### config.mk
export PLATFORM = sky130hd
export DESIGN_NAME = udiv_out_stage_flat
export DESIGN_NICKNAME = d
export VERILOG_FILES = /design/src/unsigned_divide_128_by_64_assert.svh /design/src/udiv_pkg.sv /design/src/udiv_rsp_if.sv /design/src/udiv_out_stage.sv /design/src/flat_wrapper.sv
export SDC_FILE = /design/constraint.sdc
export NUM_CORES = 1
export LEC_CHECK = 0
export BUFFER_PORTS_ARGS = -buffer_cell sky130_fd_sc_hd__buf_2
export CORE_AREA = 2 2 151 153
export CTS_BUF_LIST = sky130_fd_sc_hd__clkbuf_8
export DETAILED_ROUTE_END_ITERATION = 8
export DIE_AREA = 0 0 153 155
export PLACE_DENSITY_LB_ADDON = 0.15
export SLEW_MARGIN = 20
export SYNTH_ARGS = -nofsm -noshare
export SYNTH_HDL_FRONTEND = slang
export SYNTH_SLANG_ARGS = --single-unit
### constraint.sdc
create_clock -name clk_i -period 4.7 [get_ports clk_i]
set_input_delay 0.235 -clock clk_i [delete_from_list [all_inputs] [get_ports clk_i]]
set_output_delay 0.235 -clock clk_i [all_outputs]
set_load 0.05 [all_outputs]
### src/unsigned_divide_128_by_64_assert.svh
// Assertion macros for the unsigned 128-by-64 divider.
// Used by the top level. The clock clk_i and reset rst_ni must be in scope.
`ifndef UNSIGNED_DIVIDE_128_BY_64_ASSERT_SVH
`define UNSIGNED_DIVIDE_128_BY_64_ASSERT_SVH
`ifndef SYNTHESIS
// Check that a condition holds at every clock edge out of reset
`define UDIV_ASSERT(label, expr) \
  label: assert property (@(posedge clk_i) disable iff (!rst_ni) (expr)) \
    else $error("udiv assertion failed");
// Check that a consequent holds whenever an antecedent holds, same edge
`define UDIV_ASSERT_IMP(label, ante, cons) \
  label: assert property (@(posedge clk_i) disable iff (!rst_ni) (ante) |-> (cons)) \
    else $error("udiv assertion failed");
// Check that a consequent holds at the edge after an antecedent
`define UDIV_ASSERT_NEXT(label, ante, cons) \
  label: assert property (@(posedge clk_i) disable iff (!rst_ni) (ante) |=> (cons)) \
    else $error("udiv assertion failed");
`else
`define UDIV_ASSERT(label, expr)
`define UDIV_ASSERT_IMP(label, ante, cons)
`define UDIV_ASSERT_NEXT(label, ante, cons)
`endif
`endif

### src/udiv_pkg.sv
// Shared types and constants for the unsigned 128-by-64 divider.
// No dependencies; used by every other file but the assertion header.
`default_nettype none

package udiv_pkg;

  // Width of one word; the dividend is two words
  localparam int unsigned WordWidth = 64;
  localparam int unsigned NumWidth  = 2 * WordWidth;
  // One cell per dividend bit
  localparam int unsigned NumCells  = NumWidth;

  typedef logic [WordWidth-1:0] word_t;
  typedef logic [NumWidth-1:0]  dword_t;

  // Control that travels with a word down the cell chain
  typedef struct packed {
    logic valid;
    logic overflow;
    logic div_zero;
  } ctrl_t;

  // Working data of one word: partial remainder, dividend bits still to
  // shift out (quotient bits fill in from the bottom), and the divisor
  typedef struct packed {
    word_t  rem;
    dword_t num;
    word_t  div;
  } data_t;

endpackage

`default_nettype wire

### src/udiv_rsp_if.sv
// Response channel of the divider: valid/ready handshake with the results.
// Depends on udiv_pkg.
`default_nettype none

interface udiv_rsp_if;
  logic            valid;
  logic            ready;
  udiv_pkg::word_t quotient;
  udiv_pkg::word_t remainder;
  logic            quotient_overflow;
  logic            divide_by_zero;

  modport source (output valid, output quotient, output remainder,
                  output quotient_overflow, output divide_by_zero, input ready);
  modport sink (input valid, input quotient, input remainder,
                input quotient_overflow, input divide_by_zero, output ready);
endinterface

`default_nettype wire

### src/udiv_out_stage.sv
// Output register of the divider: takes the last cell's word, zeroes the
// results on divide by zero and holds them while the receiver stalls.
// Depends on udiv_pkg and udiv_rsp_if.
`default_nettype none

module udiv_out_stage (
  input  wire logic            clk_i,
  input  wire logic            rst_ni,
  input  wire udiv_pkg::ctrl_t ctrl_i,
  input  wire udiv_pkg::data_t data_i,
  output logic                 en_o,
  udiv_rsp_if.source           rsp_o
);

  localparam int unsigned W = udiv_pkg::WordWidth;

  logic            valid_q;
  logic            ovf_q;
  logic            dz_q;
  udiv_pkg::word_t quo_q, quo_d;
  udiv_pkg::word_t rem_q, rem_d;

  // Advance the chain when the output register is free or being drained
  assign en_o = !valid_q || rsp_o.ready;

  // Drop the results to zero on divide by zero
  always_comb begin
    quo_d = ctrl_i.div_zero ? '0 : data_i.num[W-1:0];
    rem_d = ctrl_i.div_zero ? '0 : data_i.rem;
  end

  always_ff @(posedge clk_i or negedge rst_ni) begin
    if (!rst_ni) begin
      valid_q <= 1'b0;
    end else if (en_o) begin
      valid_q <= ctrl_i.valid;
    end
  end

  always_ff @(posedge clk_i) begin
    if (en_o) begin
      quo_q <= quo_d;
      rem_q <= rem_d;
      ovf_q <= ctrl_i.overflow;
      dz_q  <= ctrl_i.div_zero;
    end
  end

  assign rsp_o.valid             = valid_q;
  assign rsp_o.quotient          = quo_q;
  assign rsp_o.remainder         = rem_q;
  assign rsp_o.quotient_overflow = ovf_q;
  assign rsp_o.divide_by_zero    = dz_q;

endmodule

`default_nettype wire

### src/flat_wrapper.sv
// flat-port wrapper written by rule: the top's interface ports become plain ports
module udiv_out_stage_flat 
  (clk_i, rst_ni, ctrl_i, data_i, en_o, rsp_o_valid, rsp_o_quotient, rsp_o_remainder, rsp_o_quotient_overflow, rsp_o_divide_by_zero, rsp_o_ready);
  udiv_rsp_if rsp_o_i ();
  input  wire logic clk_i;
  input  wire logic rst_ni;
  input  wire udiv_pkg::ctrl_t ctrl_i;
  input  wire udiv_pkg::data_t data_i;
  output logic en_o;
  output wire logic [$bits(rsp_o_i.valid)-1:0] rsp_o_valid;
  output wire logic [$bits(rsp_o_i.quotient)-1:0] rsp_o_quotient;
  output wire logic [$bits(rsp_o_i.remainder)-1:0] rsp_o_remainder;
  output wire logic [$bits(rsp_o_i.quotient_overflow)-1:0] rsp_o_quotient_overflow;
  output wire logic [$bits(rsp_o_i.divide_by_zero)-1:0] rsp_o_divide_by_zero;
  input wire logic [$bits(rsp_o_i.ready)-1:0] rsp_o_ready;
  assign rsp_o_valid = rsp_o_i.valid;
  assign rsp_o_quotient = rsp_o_i.quotient;
  assign rsp_o_remainder = rsp_o_i.remainder;
  assign rsp_o_quotient_overflow = rsp_o_i.quotient_overflow;
  assign rsp_o_divide_by_zero = rsp_o_i.divide_by_zero;
  assign rsp_o_i.ready = rsp_o_ready;
  udiv_out_stage u_core (.clk_i(clk_i), .rst_ni(rst_ni), .ctrl_i(ctrl_i), .data_i(data_i), .en_o(en_o), .rsp_o(rsp_o_i));
endmodule
# Word level (Yosys, flattened, before mapping)
# Index checks and enable logic that the tools add are counted.
op_classes:
  reduce_logical: 2
ops:
  columns: ["op", "count"]
  rows:
  - ["1-bit logical NOT", 1]
  - ["1-bit logical OR", 1]
word_totals:
  register_bits: 131
  inputBits: 262
  output_inout_bits: 132
  word_cells: 7

# Logic depth before layout (Yosys ltp)
logic_depth:
  word_depth: 2
  ltp_mapped: 3
  mapped_depth_nobuf: 2

# Worst setup path before layout
# OpenSTA, ideal clock, no wires.
synth_path:
  path_kind: "reg2reg"
  start: "register u_core.valid_q (netlist: u_core.rsp_o.valid)"
  end: "register u_core.dz_q (netlist: u_core.rsp_o.divide_by_zero), enable pin"
  arrival_ns: 3.947
  required_time_ns: 4.169
  path_slack_ns: 0.222
  stages_incl_launch_ff: 2
  path_cell_list: "dfrtp_1 nand2b_1"
synth_via:
  elab_chain_len: 2
synth_lines:
  columns: ["element", "line_no", "rtl"]
  rows:
  - ["from (decl)", "udiv_out_stage.sv:17", "logic valid_q;"]
  - ["from (signal assigned)", "udiv_out_stage.sv:36", "valid_q <= ctrl_i.valid;"]
  - ["1-bit logical NOT", "udiv_out_stage.sv:24", "assign en_o = !valid_q || rsp_o.ready;"]
  - ["1-bit logical OR", "udiv_out_stage.sv:24", null]
  - ["via en_o", "flat_wrapper.sv:9", "output logic en_o;"]
  - ["to (signal assigned)", "udiv_out_stage.sv:45", "dz_q <= ctrl_i.div_zero;"]
  - ["to (decl)", "udiv_out_stage.sv:19", "logic dz_q;"]
# The timed path passes the listed nets, and every way through them passes these cells.
# A chain may end at the register's enable or synchronous reset.

# Worst setup path in the final report
layout_path:
  start: "register u_core.valid_q (netlist: u_core.rsp_o.valid)"
  end: "output en_o"
layout_via:
  elab_chain_len: 2
layout_lines:
  columns: ["element", "line_no"]
  rows:
  - ["1-bit logical NOT", "udiv_out_stage.sv:24"]
  - ["1-bit logical OR", "udiv_out_stage.sv:24"]
  - ["to (decl)", "flat_wrapper.sv:9"]
# Every way passes these cells.

==> impl_results.md <==
- Final ANT Viol Nets: 0
- I/O pin count: 394
- Total grt overflow: 0
- Yosys cell types: 7
- Port Buf Inserts: 265
- Vias in the first global route: 3469
- Largest net degree at the start of global routing: 67
- Power share of the combinational group: 19.1%
- Switching share of power: 31.1%
- Maxcap violations: 0
- Rel. slew slack: 52.8%
- Status: completed
- Tmin final: 2330 ps
- Core ar.: 22200 µm²
- Sequential power share: 47.3%
- Net switching power: 0.000930 W
- Clock Power Share: 33.6%
- Worst path arrival time: 2090 ps
- Vias/cell: 3.81
- RSZ-0062 raised after global routing: no
- Residual DRC count: 0
- CP max stage delay: 530 ps
- CP Max Fanout: 50
- CTS tree: yes
- Worst-margin pin slew: 708 ps
- CP max stage cell: nand2b_4
- Post-Synth XOR/XNOR Area: 0%
- Static Leak: 3.03 nW
- DR WL/cell: 15.1 µm
- Die width: 153 µm
- Syn Nets: 537
- Area Overhead vs Synth: 42.7%
- Cell family with most CP delay: buffers and inverters
- Register bit total from synthesis: 131
- Share of layout cells above drive strength 1: 52.8%
- Worst Hold Class: in -> reg
- Rows: 55
- Setup crit end kind: output port
- P_int: 0.00206 W
- Die ar.: 23700 µm²
- Pre-Repair DR Iteration Count: 4
- Synth Area in Simple Gates: 16.8%
- WL final: 12800 µm
- Synth Warn #: 0
- Final Max Tran Viols: 0
- R2r setup slk: 2920 ps
- WP buf/inv: 2
- Final Util: 31.1%
- Hold_buf cts: 3
- Setup_tns: 0 ps
- Max VDD drop: 0.196 mV
- Avg Cell Area, Syn: 17.6 µm²
- Root Driver: clkbuf_8
- Post-DP HPWL: 9090 µm
- Critical path class: reg -> out
- Worst setup SP type: flop
- Highest Clock Rate: 430 MHz
- Power Dens Cells: 433 nW/µm²
- Resized cells post-CTS: 0
- GRT Total Usage: 10.8%
- Final hold vios: 0
- Post-synthesis mux area share: 0%
- Compound-Gate Fraction of Synth Area: 0%
- ANT cells: 0
- Clk_lat worst skew: 420 ps
- Synth Instances: 275
- Starting Density: 21.8%
- Largest family of logic cells by synthesized area: simple AND/OR/NAND/NOR gates
- Clock Skews: 7.13 ps
- Clock sink count: 131
- Sequential share of the synthesized area: 81.1%
- CP required: 4470 ps
- Layout Nets: 813
- Max clock buf depth: 2
- Post-CTS Setup Inserts: 0
- Adder-Cell Fraction of Synth Area: 0%
- Htree depth: 4
- Mapped cell area: 4840 µm²
- Crit-path cells: nand2b_4, buf_4, buf_2
- RD Place Congestion: 0.686
- Die height: 155 µm
- Initial antenna violation count: 0
- First-pass GRT wire length: 19600 µm
- Clk pin slew, worst setup/hold paths: 80 ps
- Via count: 3233
- Number of DRC markers in iteration 0: 127
- # setup viols final: 0
- Period utilization: 49.5%
- TritonCTS Buffers: 17
## registers in the layout, summed over array words and instances (netlist names)
signal,count
u_core.rsp_o.divide_by_zero,1
u_core.rsp_o.quotient,64
u_core.rsp_o.quotient_overflow,1
u_core.rsp_o.remainder,64
u_core.rsp_o.valid,1
## worst paths after layout
path | startpoint | endpoint | cells past startpoint
max in group asynchronous | rst_ni | u_core.rsp_o.valid | 2
setup / recovery | u_core.rsp_o.valid | en_o | 3
min in group asynchronous | rst_ni | u_core.rsp_o.valid | 2
hold reg to reg | u_core.rsp_o.valid | u_core.rsp_o.valid | 2
setup reg to reg | u_core.rsp_o.valid | u_core.rsp_o.remainder[28] | 2
hold / removal | data_i[122] | u_core.rsp_o.quotient[58] | 2
## per-layer routing
metal	up-vias	wire [µm]	GRT usage, %
met2	181	5390	15.5
met5	-	0	0
met4	0	168	3.97
met1	1535	5710	13.9
met3	10	1510	5.65
li1	1507	-	-
## metrics by stage
stage / hold WS [ps] / instances / cell area (µm²) / setup WS, ps / power [W]
final: 90.3 / 849 / 6910 / 2370 / 0.00299
after global routing: 51.2 / 849 / 6910 / 2200 / 0.00313
after floorplan: -60.6 / 275 / 4840 / 222 / 0.00186
after global placement: 11.7 / 814 / 6470 / 2810 / 0.00202
after CTS: 38.9 / 849 / 6910 / 2270 / 0.00305
after detailed placement: 11.5 / 814 / 6470 / 2770 / 0.00202
## power by group through the flow
stage,Combinational [W],Sequential (W),Clock (W)
CTS,0.000581,0.00142,0.00105
detailed placement,0.000578,0.00144,0
global placement,0.000577,0.00144,0
global route,0.000603,0.00143,0.00110
floorplan,0.0000784,0.00178,0
finish,0.000572,0.00141,0.00100
## cells in the mapped netlist (all sizes together)
cell type / n / area [µm²]
dfrtp: 1 / 25.0
nor2b: 128 / 801
edfxtp: 130 / 3900
nand2b: 2 / 12.5
buf: 14 / 101
## layout make-up
| type | instances | area (µm²) |
|---|---|---|
| Fill cell | 2345 | 15300 |
| Sequential cell | 131 | 3930 |
| Timing Repair Buffer | 271 | 1390 |
| Multi-Input combinational cell | 130 | 821 |
| Tap cell | 285 | 357 |
| Clock buffer | 18 | 248 |
| Clock inverter | 14 | 164 |
## cell families (layout without fill, tap and decap cells)
family                 count (synthesis)  count (layout)
and+or+nand+nor                      130             130
DFF                                  131             131
buffers and inverters                 14             303
## cell usage in the layout (no fill, tap or decap)
cell and instances:
buf_12 1, buf_2 264, buf_4 3, bufinv_16 3, clkbuf_8 18, clkinv_2 2
clkinv_4 5, dfrtp_1 1, dlygate4sd3_1 3, edfxtp_1 130, inv_1 3, inv_6 1
nand2b_1 1, nand2b_4 1, nor2b_1 128
Power figures use the tool's default switching activity.
