==> src/unsigned_divide_128_by_64_assert.svh <==
// Assertion macros for the unsigned 128-by-64 divider.
// Used by the top level. The clock clk_i and reset rst_ni must be in scope.
`ifndef UNSIGNED_DIVIDE_128_BY_64_ASSERT_SVH
`define UNSIGNED_DIVIDE_128_BY_64_ASSERT_SVH
`ifndef SYNTHESIS
// Check that a condition holds at every clock edge out of reset
`define UDIV_ASSERT(label, expr) \
  label: assert property (@(posedge clk_i) disable iff (!rst_ni) (expr)) \
    else $error("udiv assertion failed");
// Check that a consequent holds whenever an antecedent holds, same edge
`define UDIV_ASSERT_IMP(label, ante, cons) \
  label: assert property (@(posedge clk_i) disable iff (!rst_ni) (ante) |-> (cons)) \
    else $error("udiv assertion failed");
// Check that a consequent holds at the edge after an antecedent
`define UDIV_ASSERT_NEXT(label, ante, cons) \
  label: assert property (@(posedge clk_i) disable iff (!rst_ni) (ante) |=> (cons)) \
    else $error("udiv assertion failed");
`else
`define UDIV_ASSERT(label, expr)
`define UDIV_ASSERT_IMP(label, ante, cons)
`define UDIV_ASSERT_NEXT(label, ante, cons)
`endif
`endif

==> src/udiv_pkg.sv <==
// Shared types and constants for the unsigned 128-by-64 divider.
// No dependencies; used by every other file but the assertion header.
`default_nettype none

package udiv_pkg;

  // Width of one word; the dividend is two words
  localparam int unsigned WordWidth = 64;
  localparam int unsigned NumWidth  = 2 * WordWidth;
  // One cell per dividend bit
  localparam int unsigned NumCells  = NumWidth;

  typedef logic [WordWidth-1:0] word_t;
  typedef logic [NumWidth-1:0]  dword_t;

  // Control that travels with a word down the cell chain
  typedef struct packed {
    logic valid;
    logic overflow;
    logic div_zero;
  } ctrl_t;

  // Working data of one word: partial remainder, dividend bits still to
  // shift out (quotient bits fill in from the bottom), and the divisor
  typedef struct packed {
    word_t  rem;
    dword_t num;
    word_t  div;
  } data_t;

endpackage

`default_nettype wire

==> src/udiv_cell.sv <==
// One restoring division step: shift in a dividend bit, trial subtract,
// record the quotient bit. Depends on udiv_pkg.
`default_nettype none

module udiv_cell (
  input  wire logic            clk_i,
  input  wire logic            rst_ni,
  input  wire logic            en_i,
  input  wire udiv_pkg::ctrl_t ctrl_i,
  input  wire udiv_pkg::data_t data_i,
  output udiv_pkg::ctrl_t      ctrl_o,
  output udiv_pkg::data_t      data_o
);

  localparam int unsigned W  = udiv_pkg::WordWidth;
  localparam int unsigned NW = udiv_pkg::NumWidth;

  udiv_pkg::ctrl_t ctrl_q;
  udiv_pkg::data_t data_q, data_d;
  logic            carry;
  udiv_pkg::word_t shifted;
  logic            take;

  // Shift the next dividend bit into the remainder and trial subtract
  always_comb begin
    carry       = data_i.rem[W-1];
    shifted     = {data_i.rem[W-2:0], data_i.num[NW-1]};
    take        = carry || (shifted >= data_i.div);
    data_d.rem  = take ? (shifted - data_i.div) : shifted;
    data_d.num  = {data_i.num[NW-2:0], take};
    data_d.div  = data_i.div;
  end

  // Clear control under reset, advance with the chain
  always_ff @(posedge clk_i or negedge rst_ni) begin
    if (!rst_ni) begin
      ctrl_q <= '0;
    end else if (en_i) begin
      ctrl_q <= ctrl_i;
    end
  end

  // Advance the working data
  always_ff @(posedge clk_i) begin
    if (en_i) begin
      data_q <= data_d;
    end
  end

  assign ctrl_o = ctrl_q;
  assign data_o = data_q;

endmodule

`default_nettype wire

==> config.mk <==
export PLATFORM = sky130hd
export DESIGN_NAME = udiv_cell
export DESIGN_NICKNAME = d
export VERILOG_FILES = /design/src/unsigned_divide_128_by_64_assert.svh /design/src/udiv_pkg.sv /design/src/udiv_cell.sv
export SDC_FILE = /design/constraint.sdc
export NUM_CORES = 1
export LEC_CHECK = 0
export BUFFER_PORTS_ARGS = -buffer_cell sky130_fd_sc_hd__buf_2
export CAP_MARGIN = 20
export CELL_PAD_IN_SITES_DETAIL_PLACEMENT = 1
export CELL_PAD_IN_SITES_GLOBAL_PLACEMENT = 1
export CORE_AREA = 8 8 199 201
export DETAILED_ROUTE_END_ITERATION = 6
export DIE_AREA = 0 0 207 209
export PLACE_DENSITY_LB_ADDON = 0.1
export SYNTH_ARGS = -nofsm -noshare
export SYNTH_HDL_FRONTEND = slang
export SYNTH_SLANG_ARGS = --single-unit
==> constraint.sdc <==
create_clock -name clk_i -period 2.2 [get_ports clk_i]
set_clock_uncertainty 0.15 [all_clocks]
set_input_delay 0.66 -clock clk_i [delete_from_list [all_inputs] [get_ports clk_i]]
set_output_delay 0.66 -clock clk_i [all_outputs]
set_load 0.02 [all_outputs]
=== After elaboration in Yosys (flattened, before gate mapping) ===
Index checks and enable logic that the tools add are counted.

* Register bits after elaboration: 259
* Input port bits: 262
* Output and inout bits: 259
* Logic and storage cells: 10

* $add $sub $neg: 1
* Magnitude comparators: 1
* Multiplexer cells: 1
* Reductions and logical operators: 1

{| class="wikitable"
|+ Operator list
! cell !! count
|-
| 64-bit greater-or-equal comparator || 1
|-
| 64-bit 2-to-1 mux || 1
|-
| 64-bit subtractor || 1
|-
| 1-bit logical OR || 1
|}

=== Longest topological paths before layout ===
Gate-level depths: netlist of run 1.

* Word-level depth: 3
* Mapped depth: 15
* Mapped depth without buffers: 14

=== Least setup slack after synthesis of run 1 ===
OpenSTA, ideal clock, no wires.

* Path kind: input to register
* Start point: input port data_i[191] (netlist bit)
* End point: register data_q (netlist bit data_o[241]) (data pin)
* Setup time: 264 ps
* Arrival time: 3047 ps
* Required time: 1786 ps
* Path slack: -1261 ps
* Cell stages on the path: 15
* Path buffers: 2
* Cells stage by stage: inv_1 ha_1 fa_1 nand2b_1 a21oi_1 o211ai_1 a31oi_2 a21bo_2 a21oi_1 o21ai_2 nand2_4 buf_8 buf_2 nand2_1 o21ai_2

{| class="wikitable"
|+ RTL lines
! item !! line !! text
|-
| from (decl) || udiv_cell.sv:10 || <nowiki>input wire udiv_pkg::data_t data_i,</nowiki>
|-
| to (signal assigned) || udiv_cell.sv:46 || <nowiki>data_q <= data_d;</nowiki>
|-
| to (decl) || udiv_cell.sv:19 || <nowiki>udiv_pkg::data_t data_q, data_d;</nowiki>
|}

==> results.py, run 1 <==
metrics = {
    "power": {
        "p_int_uw": 11310,
        "power.density_mw_per_mm2": 771.4,
        "p_clk_share_pct": 31.7,
        "power_frac_seq_pct": 37.8,
        "combPwrFrac_pct": 30.5,
        "leakagePower_uw": 0.009533,
        "p_sw_share_pct": 30.68,
        "vdd_ir_drop_max_v": 0.0005399,
        "switchingPower_uw": 5005,
    },
    "synth": {
        "yosysTopAreaCell": "edfxtp_1",
        "yosys.area.top_type_share_pct": 60.38,
        "synthAdderAreaFrac_pct": 6.447,
        "synthCells": 1067,
        "synth_xor_area_share_pct": 3.921,
        "ys_seq_area_share_pct": 60.97,
        "ys.warnings.count": 0,
        "synthSimpleGateAreaFrac_pct": 9.198,
        "ys_top_cells_by_area": "edfxtp_1 (60%), ha_1 (6.3%), a21oi_1 (3.4%), nand2_1 (3.3%), inv_1 (2.4%)",
        "synth_cell_types": 71,
        "syn-cell-area_mm2": 0.01273,
        "synth_edf_count": 256,
        "synth_most_common_cell": "edfxtp_1",
        "async_reset_ff_share_pct": 1.158,
        "yosys_most_used_dff": "edfxtp_1",
        "synthMuxAreaShare_pct": 0.3538,
        "synth_top_family_by_area": "compound AO/OA/AOI/OAI gates",
        "ys_ff_latch": 259,
        "synth_fp_nets": 1394,
        "synth.avg_cell_area_um2": 11.93,
        "synthTopCellsByCount": "edfxtp_1 (256), nand2_1 (112), a21oi_1 (86), inv_1 (83), ha_1 (64)",
        "synth-compound-area-share_pct": 15.00,
    },
    "grt": {
        "antenna_found_initial": 14,
        "grt_first_pass_wirelength_um": 78360,
        "grt_overflow_total": 0,
        "grt_start_max_net_pins": 56,
        "grt_pass1_vias": 12470,
        "gr-usage-all-layers_pct": 23.26,
    },
    "clock_network": {
        "htreeDepth": 1,
        "cts_buffer_depth": 3,
        "numCtsBuffers": 30,
        "root_buffer": "clkbuf_16",
        "cts_tree": "done",
        "clock_latency_ps": 570,
        "cts.sinks": 259,
        "cts.clk_slew.worst_paths_ps": 60,
    },
    "floorplanning": {
        "start_util_pct": 35.11,
        "rows": 70,
        "die_w_um": 207,
        "coreArea_mm2": 0.03626,
        "chipHeight_um": 209,
        "io_pins": 521,
        "dieArea_mm2": 0.04326,
    },
    "timing": {
        "fin_crit_sh_pct": 135.5,
        "finalSetupViolations": 65,
        "period_minus_slack_ps": 2980,
        "rsz0062_at_grt": "true",
        "relSlewSlack_pct": 63.83,
        "worst_pin_slew_ps": 537.9,
        "fmax_mhz": 335.5,
        "hold_viol_final": 0,
        "setup_slack_ps": -780.4,
        "slew_viol_final": 0,
    },
    "finish": {
        "stdcell_count": 2405,
        "fill_cells": 3944,
        "drive_gt1_share_pct": 59.45,
        "area_growth_pct": 66.10,
        "utilization_pct": 58.32,
        "fin_nets": 2236,
    },
    "placed_design": {
        "place.gp.congestion": 0.8783,
        "portBuffers": 520,
        "place_ws_ps": -1662,
        "dp_cells": 2292,
        "hpwl_um": 42770,
    },
    "setup_path": {
        "crit_fanout": 5,
        "arrival_ps": 3140,
        "startpoint_type": "primary input",
        "endpoint_kind": "register",
        "rrSetupSlack_ps": 1290,
        "critPathKind": "in -> reg",
        "crit_required_ps": 2360,
    },
    "drt": {
        "wire_per_inst_um": 23.11,
        "drt_iter0_drc": 505,
        "vias": 11980,
        "post-route-drc-count": 0,
        "drt_pass1_iterations": 5,
        "ant_nets": 0,
        "routed_via_density": 4.980,
        "wirelength_um": 55570,
    },
    "hold_path": {
        "worstHoldPathType": "in -> reg",
    },
    "status": {
        "status": "finished with violations",
        "violations": "negative setup slack",
    },
    "flow_run": {
        "max_cap_violations": 0,
    },
}
## worst max-delay path, stage by stage
cell	delay, ps
buf_2	100
inv_1	40
ha_1	350
buf_4	140
nand4_1	150
nor2_1	190
nand2_1	60
or3b_1	400
nand3_1	110
a21oi_2	40
o21ai_2	190
nand2_4	130
buf_12	160
buf_12	140
clkbuf_16	160
nand2_2	50
o21ai_1	60
## power groups by stage
stage          logic, uW  clock network (uW)  registers (uW)
2_1_floorplan       1390                   0            6930
5_1_grt             5280                5460            6220
4_1_cts             4470                5310            6170
3_5_place_dp        4100                   0            6270
6_report            4970                5180            6170
3_3_place_gp        4030                   0            6250
## flip-flops by register name, summed over array words and instances, names as in the netlist
| signal | count |
|---|---|
| ctrl_o | 3 |
| data_o | 256 |
## stage by stage
stage	hold WS, ps	instance area (um^2)	total power (uW)	TNS (ps)
floorplan	214.4	12960	8325	-62290
global placement	312.5	18120	10280	-83540
detailed placement	319.9	18120	10370	-90190
CTS	66.92	19970	15950	-42610
global route	75.56	21140	16960	-48650
finish	104.5	21150	16310	-44590
## cell usage in the layout (no fill, tap or decap), types with 37 or more instances in the layout
cell / n
edfxtp_1: 256
o21ai_2: 39
inv_1: 66
buf_2: 500
a21o_1: 37
clkbuf_16: 38
a21oi_1: 56
nand2_1: 51
nor2_1: 41
buf_4: 293
## path summary, 6_finish.rpt
check | start | endpoint | cells past startpoint
worst max-delay path | data_i[24] | data_o[236]$_DFFE_PP_ | 17
worst min-delay path | data_i[9] | data_o[9]$_DFFE_PP_ | 1
worst max register to register | ctrl_o[1]$_DFFE_PN0P_ | ctrl_o[1]$_DFFE_PN0P_ | 1
worst min register to register | ctrl_o[0]$_DFFE_PN0P_ | ctrl_o[0]$_DFFE_PN0P_ | 1
max in group asynchronous | rst_ni | ctrl_o[0]$_DFFE_PN0P_ | 2
min in group asynchronous | rst_ni | ctrl_o[2]$_DFFE_PN0P_ | 2
## area by class of cell
class / count / area, um^2 / area share [%]
flip-flops and latches: 259 / 7762 / 36.71
multi-input cells: 681 / 5752 / 27.20
repair buffers: 853 / 5683 / 26.87
clock buffers: 33 / 762.0 / 3.603
well taps: 468 / 585.6 / 2.769
inverters: 84 / 337.8 / 1.597
clock inverters: 21 / 250.2 / 1.183
diodes: 6 / 15.01 / 0.07100
## layer usage
metal	part of all wire, %	wire [um]	GRT usage (%)
met1	39	21800	27.17
met2	51	28540	41.26
met3	5.8	3245	5.582
met4	3.4	1869	8.257
met5	0.20	109	0
## cells by family after synthesis
| group | Yosys count |
|---|---|
| DFF | 259 |
| muxes | 4 |
| adders and majority gates | 65 |
| AOI/OAI and AO/OA | 304 |
| and+or+nand+nor | 251 |
| buffers and inverters | 127 |
| xor gates and xnor gates | 57 |
## repair_timing
| item | in CTS | in global routing |
|---|---|---|
| endpoints found under the setup margin | 65 | 65 |
| hold buffers | 1 | 0 |
| endpoints found under the hold margin | 3 | 0 |
| gates resized for setup | 124 | 214 |
| gates cloned | 3 | 9 |
| setup buffers | 24 | 18 |
| pin swaps | 43 | 85 |
Power figures use the tool's default switching activity.
==> run 2, diff against run 1 <==
- ABC_AREA: unset -> 1
- CORE_AREA: 8 8 199 201 -> 2 2 205 207
==> run 2 against run 1 <==
  * Power rose by 2.3%
  * The run still ends with negative setup slack left
  * Largest power group unchanged
  * Sequential share of layout area fell by 4.0 points
  * Flip-flop and latch count did not move
  * Die area did not move
  * Utilization fell by 0.82 points
  * Register-to-register slack barely moved
==> results.py, run 2 <==
metrics = {
    "finish": {
        "multi_input_area_mm2": 0.007066,
        "fin_nets": 3064,
        "largest_reg_flops": 256,
        "final_common_cell": "nand2_1",
        "drive_gt1_share_pct": 45.62,
        "area_growth_pct": 59.00,
        "regArea_mm2": 0.007762,
        "fill_cells": 5064,
        "layout_common_cells": "nand2_1 (631), buf_2 (515), inv_1 (355), buf_4 (333), edfxtp_1 (256)",
    },
    "placed_design": {
        "portBuffers": 520,
        "hpwl_um": 58250,
        "place.gp.congestion": 0.9402,
    },
    "power": {
        "totalPowerFinal_uw": 16690,
        "leakagePower_uw": 0.01237,
        "power.density_mw_per_mm2": 702.9,
        "p_int_uw": 11100,
        "p_sw_share_pct": 33.52,
        "p_clk_share_pct": 31.3,
        "switchingPower_uw": 5594,
        "vdd_ir_drop_max_v": 0.0005381,
        "power_frac_seq_pct": 37.1,
        "combPwrFrac_pct": 31.7,
    },
    "clock_network": {
        "numCtsBuffers": 30,
        "cts.clk_slew.worst_paths_ps": 70,
        "clock_latency_ps": 570,
        "cts_buffer_depth": 3,
        "root_buffer": "clkbuf_16",
        "cts_tree": "done",
        "cts.sinks": 259,
        "htreeDepth": 1,
    },
    "synth": {
        "synthMuxAreaShare_pct": 0.2262,
        "synthSimpleGateAreaFrac_pct": 27.74,
        "syn-cell-area_mm2": 0.01493,
        "yosysTopAreaCell": "edfxtp_1",
        "ys_ff_latch": 259,
        "synth_cell_types": 33,
        "ys_top_cells_by_area": "edfxtp_1 (51%), nand2_1 (19%), inv_1 (9.9%), ha_1 (5.4%), nand3_1 (2.8%)",
        "ys.warnings.count": 0,
        "synthCells": 1841,
        "synth_xor_area_share_pct": 1.818,
        "ys_seq_area_share_pct": 51.98,
        "async_reset_ff_share_pct": 1.158,
        "synthTopCellsByCount": "nand2_1 (752), inv_1 (393), edfxtp_1 (256), nor2_1 (110), nand3_1 (83)",
        "synthAdderAreaFrac_pct": 5.496,
        "synth_edf_count": 256,
        "synth_top_family_by_area": "simple AND/OR/NAND/NOR gates",
        "yosys_most_used_dff": "edfxtp_1",
        "synth.avg_cell_area_um2": 8.111,
        "yosys.area.top_type_share_pct": 51.48,
        "synth-compound-area-share_pct": 1.760,
        "synth_fp_nets": 2168,
        "synth_most_common_cell": "nand2_1",
    },
    "grt": {
        "grt_start_max_net_pins": 63,
        "gr-usage-all-layers_pct": 33.69,
        "grt_overflow_total": 0,
        "grt_first_pass_wirelength_um": 109200,
        "grt_pass1_vias": 17160,
        "antenna_found_initial": 5,
    },
    "timing": {
        "fmax_mhz": 410.4,
        "rsz0062_at_grt": "true",
        "relSlewSlack_pct": 74.01,
        "worst_pin_slew_ps": 389.8,
        "finalSetupViolations": 65,
        "setup-tns-final_ps": -10780,
        "fin_crit_sh_pct": 110.8,
        "setup_slack_ps": -236.5,
        "slew_viol_final": 0,
        "period_minus_slack_ps": 2437,
        "hold_viol_final": 0,
    },
    "setup_path": {
        "crit_chain": "buf_12, inv_12, ha_4, fa_2, inv_2, nand3_2, nand2_4, nand2_4, nand2_8, nand2_4, nand2_4, nand2_4, nand3_4, nand2_4, nand2_8, inv_16, buf_16, nand2_1, nand2_1",
        "critPathKind": "in -> reg",
        "crit_required_ps": 2360,
        "crit_path_top_delay_cell": "fa_2",
        "arrival_ps": 2600,
        "startpoint_type": "primary input",
        "crit_fanout": 19,
        "cpPeakStageDelay_ps": 350,
        "endpoint_kind": "register",
        "worst_path_most_repeated_cell": "nand2_4",
    },
    "floorplanning": {
        "io_pins": 521,
        "coreArea_mm2": 0.04129,
        "start_util_pct": 36.17,
        "rows": 75,
        "die_w_um": 207,
        "chipHeight_um": 209,
        "dieArea_mm2": 0.04326,
    },
    "drt": {
        "drt_iter0_drc": 1087,
        "post-route-drc-count": 0,
        "wire_per_inst_um": 23.16,
        "drt_pass1_iterations": 5,
        "wirelength_um": 76510,
        "ant_nets": 0,
        "routed_via_density": 4.860,
        "vias": 16050,
    },
    "hold_path": {
        "worstHoldPathType": "in -> reg",
    },
    "status": {
        "violations": "negative setup slack",
        "status": "finished with violations",
    },
    "flow_run": {
        "max_cap_violations": 0,
    },
}
## run 2: changes by cell type in the layout (fill, tap and decap cells not counted), moves of 31 or more
cell / delta
a21o_1: -36
buf_4: +40
inv_1: +289
inv_2: +33
nand2_1: +580
nand2_2: +78
nand3_1: +62
nor2_1: +31
o21ai_1: -34
o21ai_2: -37
## run 2: layout make-up
type                            instances  share of cell area, %
Inverter                              403                  6.492
Multi-Input combinational cell       1165                  29.76
Sequential cell                       259                  32.69
Clock buffer                           40                  3.662
Clock inverter                         15                 0.6060
Timing Repair Buffer                  878                  23.91
Tap cell                              539                  2.840
Antenna cell                            4                0.04216
## run 2: kinds of logic after synthesis
| group | count (synthesis) |
|---|---|
| AO/OA/AOI/OAI | 51 |
| XOR/XNOR | 31 |
| adder cells (fa/ha/maj) | 65 |
| buffers and inverters | 417 |
| flip-flops | 259 |
| multiplexers | 3 |
| AND/OR/NAND/NOR | 1015 |
## run 2: metal layers
layer,routed length [um],up-vias,track usage [%]
li1,-,7496,-
met1,31300,7890,41.36
met2,38640,550,60.43
met3,3904,115,5.065
met4,2647,2,11.16
met5,10,-,0
## run 2: power by group through the flow
| stage | combinational, uW | sequential [uW] | clock [uW] |
|---|---|---|---|
| 2_1_floorplan | 1510 | 6880 | 0 |
| 3_3_place_gp | 4390 | 6250 | 0 |
| 3_5_place_dp | 4510 | 6260 | 0 |
| 4_1_cts | 5020 | 6170 | 5220 |
| 5_1_grt | 5620 | 6220 | 5430 |
| 6_report | 5280 | 6180 | 5220 |
## run 2: worst paths after layout
| kind | start | to | slack (ps) | cells past startpoint |
|---|---|---|---|---|
| max | data_i[191] | data_o[216]$_DFFE_PP_ | -240 | 19 |
| min | data_i[150] | data_o[151]$_DFFE_PP_ | 110 | 1 |
| max reg2reg | ctrl_o[0]$_DFFE_PN0P_ | ctrl_o[0]$_DFFE_PN0P_ | 1280 | 1 |
| min reg2reg | ctrl_o[2]$_DFFE_PN0P_ | ctrl_o[2]$_DFFE_PN0P_ | 370 | 1 |
| max in group asynchronous | rst_ni | ctrl_o[1]$_DFFE_PN0P_ | 1520 | 2 |
| min in group asynchronous | rst_ni | ctrl_o[0]$_DFFE_PN0P_ | 270 | 2 |
## run 2: stage by stage
stage               hold slack [ps]  instances  utilization (%)  instance area, um^2  setup slack, ps
floorplan                     214.4       1841                -                15030           -461.8
global placement              305.7       3219            50.44                20830            -1021
CTS                           81.23       3293            56.50                23330           -137.0
global route                  106.3       3302            57.50                23740           -330.7
detailed placement            312.4       3219            50.44                20830            -1099
finish                        111.4       3303            57.51                23740           -236.5
## run 2: worst max-delay path: cells and delay by family
kind,cells,cell delay (ps)
buffers and inverters,5,430
adder cells (fa/ha/maj),2,500
AND/OR/NAND/NOR,12,950
## run 2: what timing repair did
item | in CTS | in global routing
gates resized for setup | 262 | 100
gates cloned | 5 | 2
setup buffers | 13 | 4
endpoints found under the hold margin | 3 | 0
hold buffers | 1 | 0
setup endpoints to repair | 65 | 65
pin swaps | 23 | 25
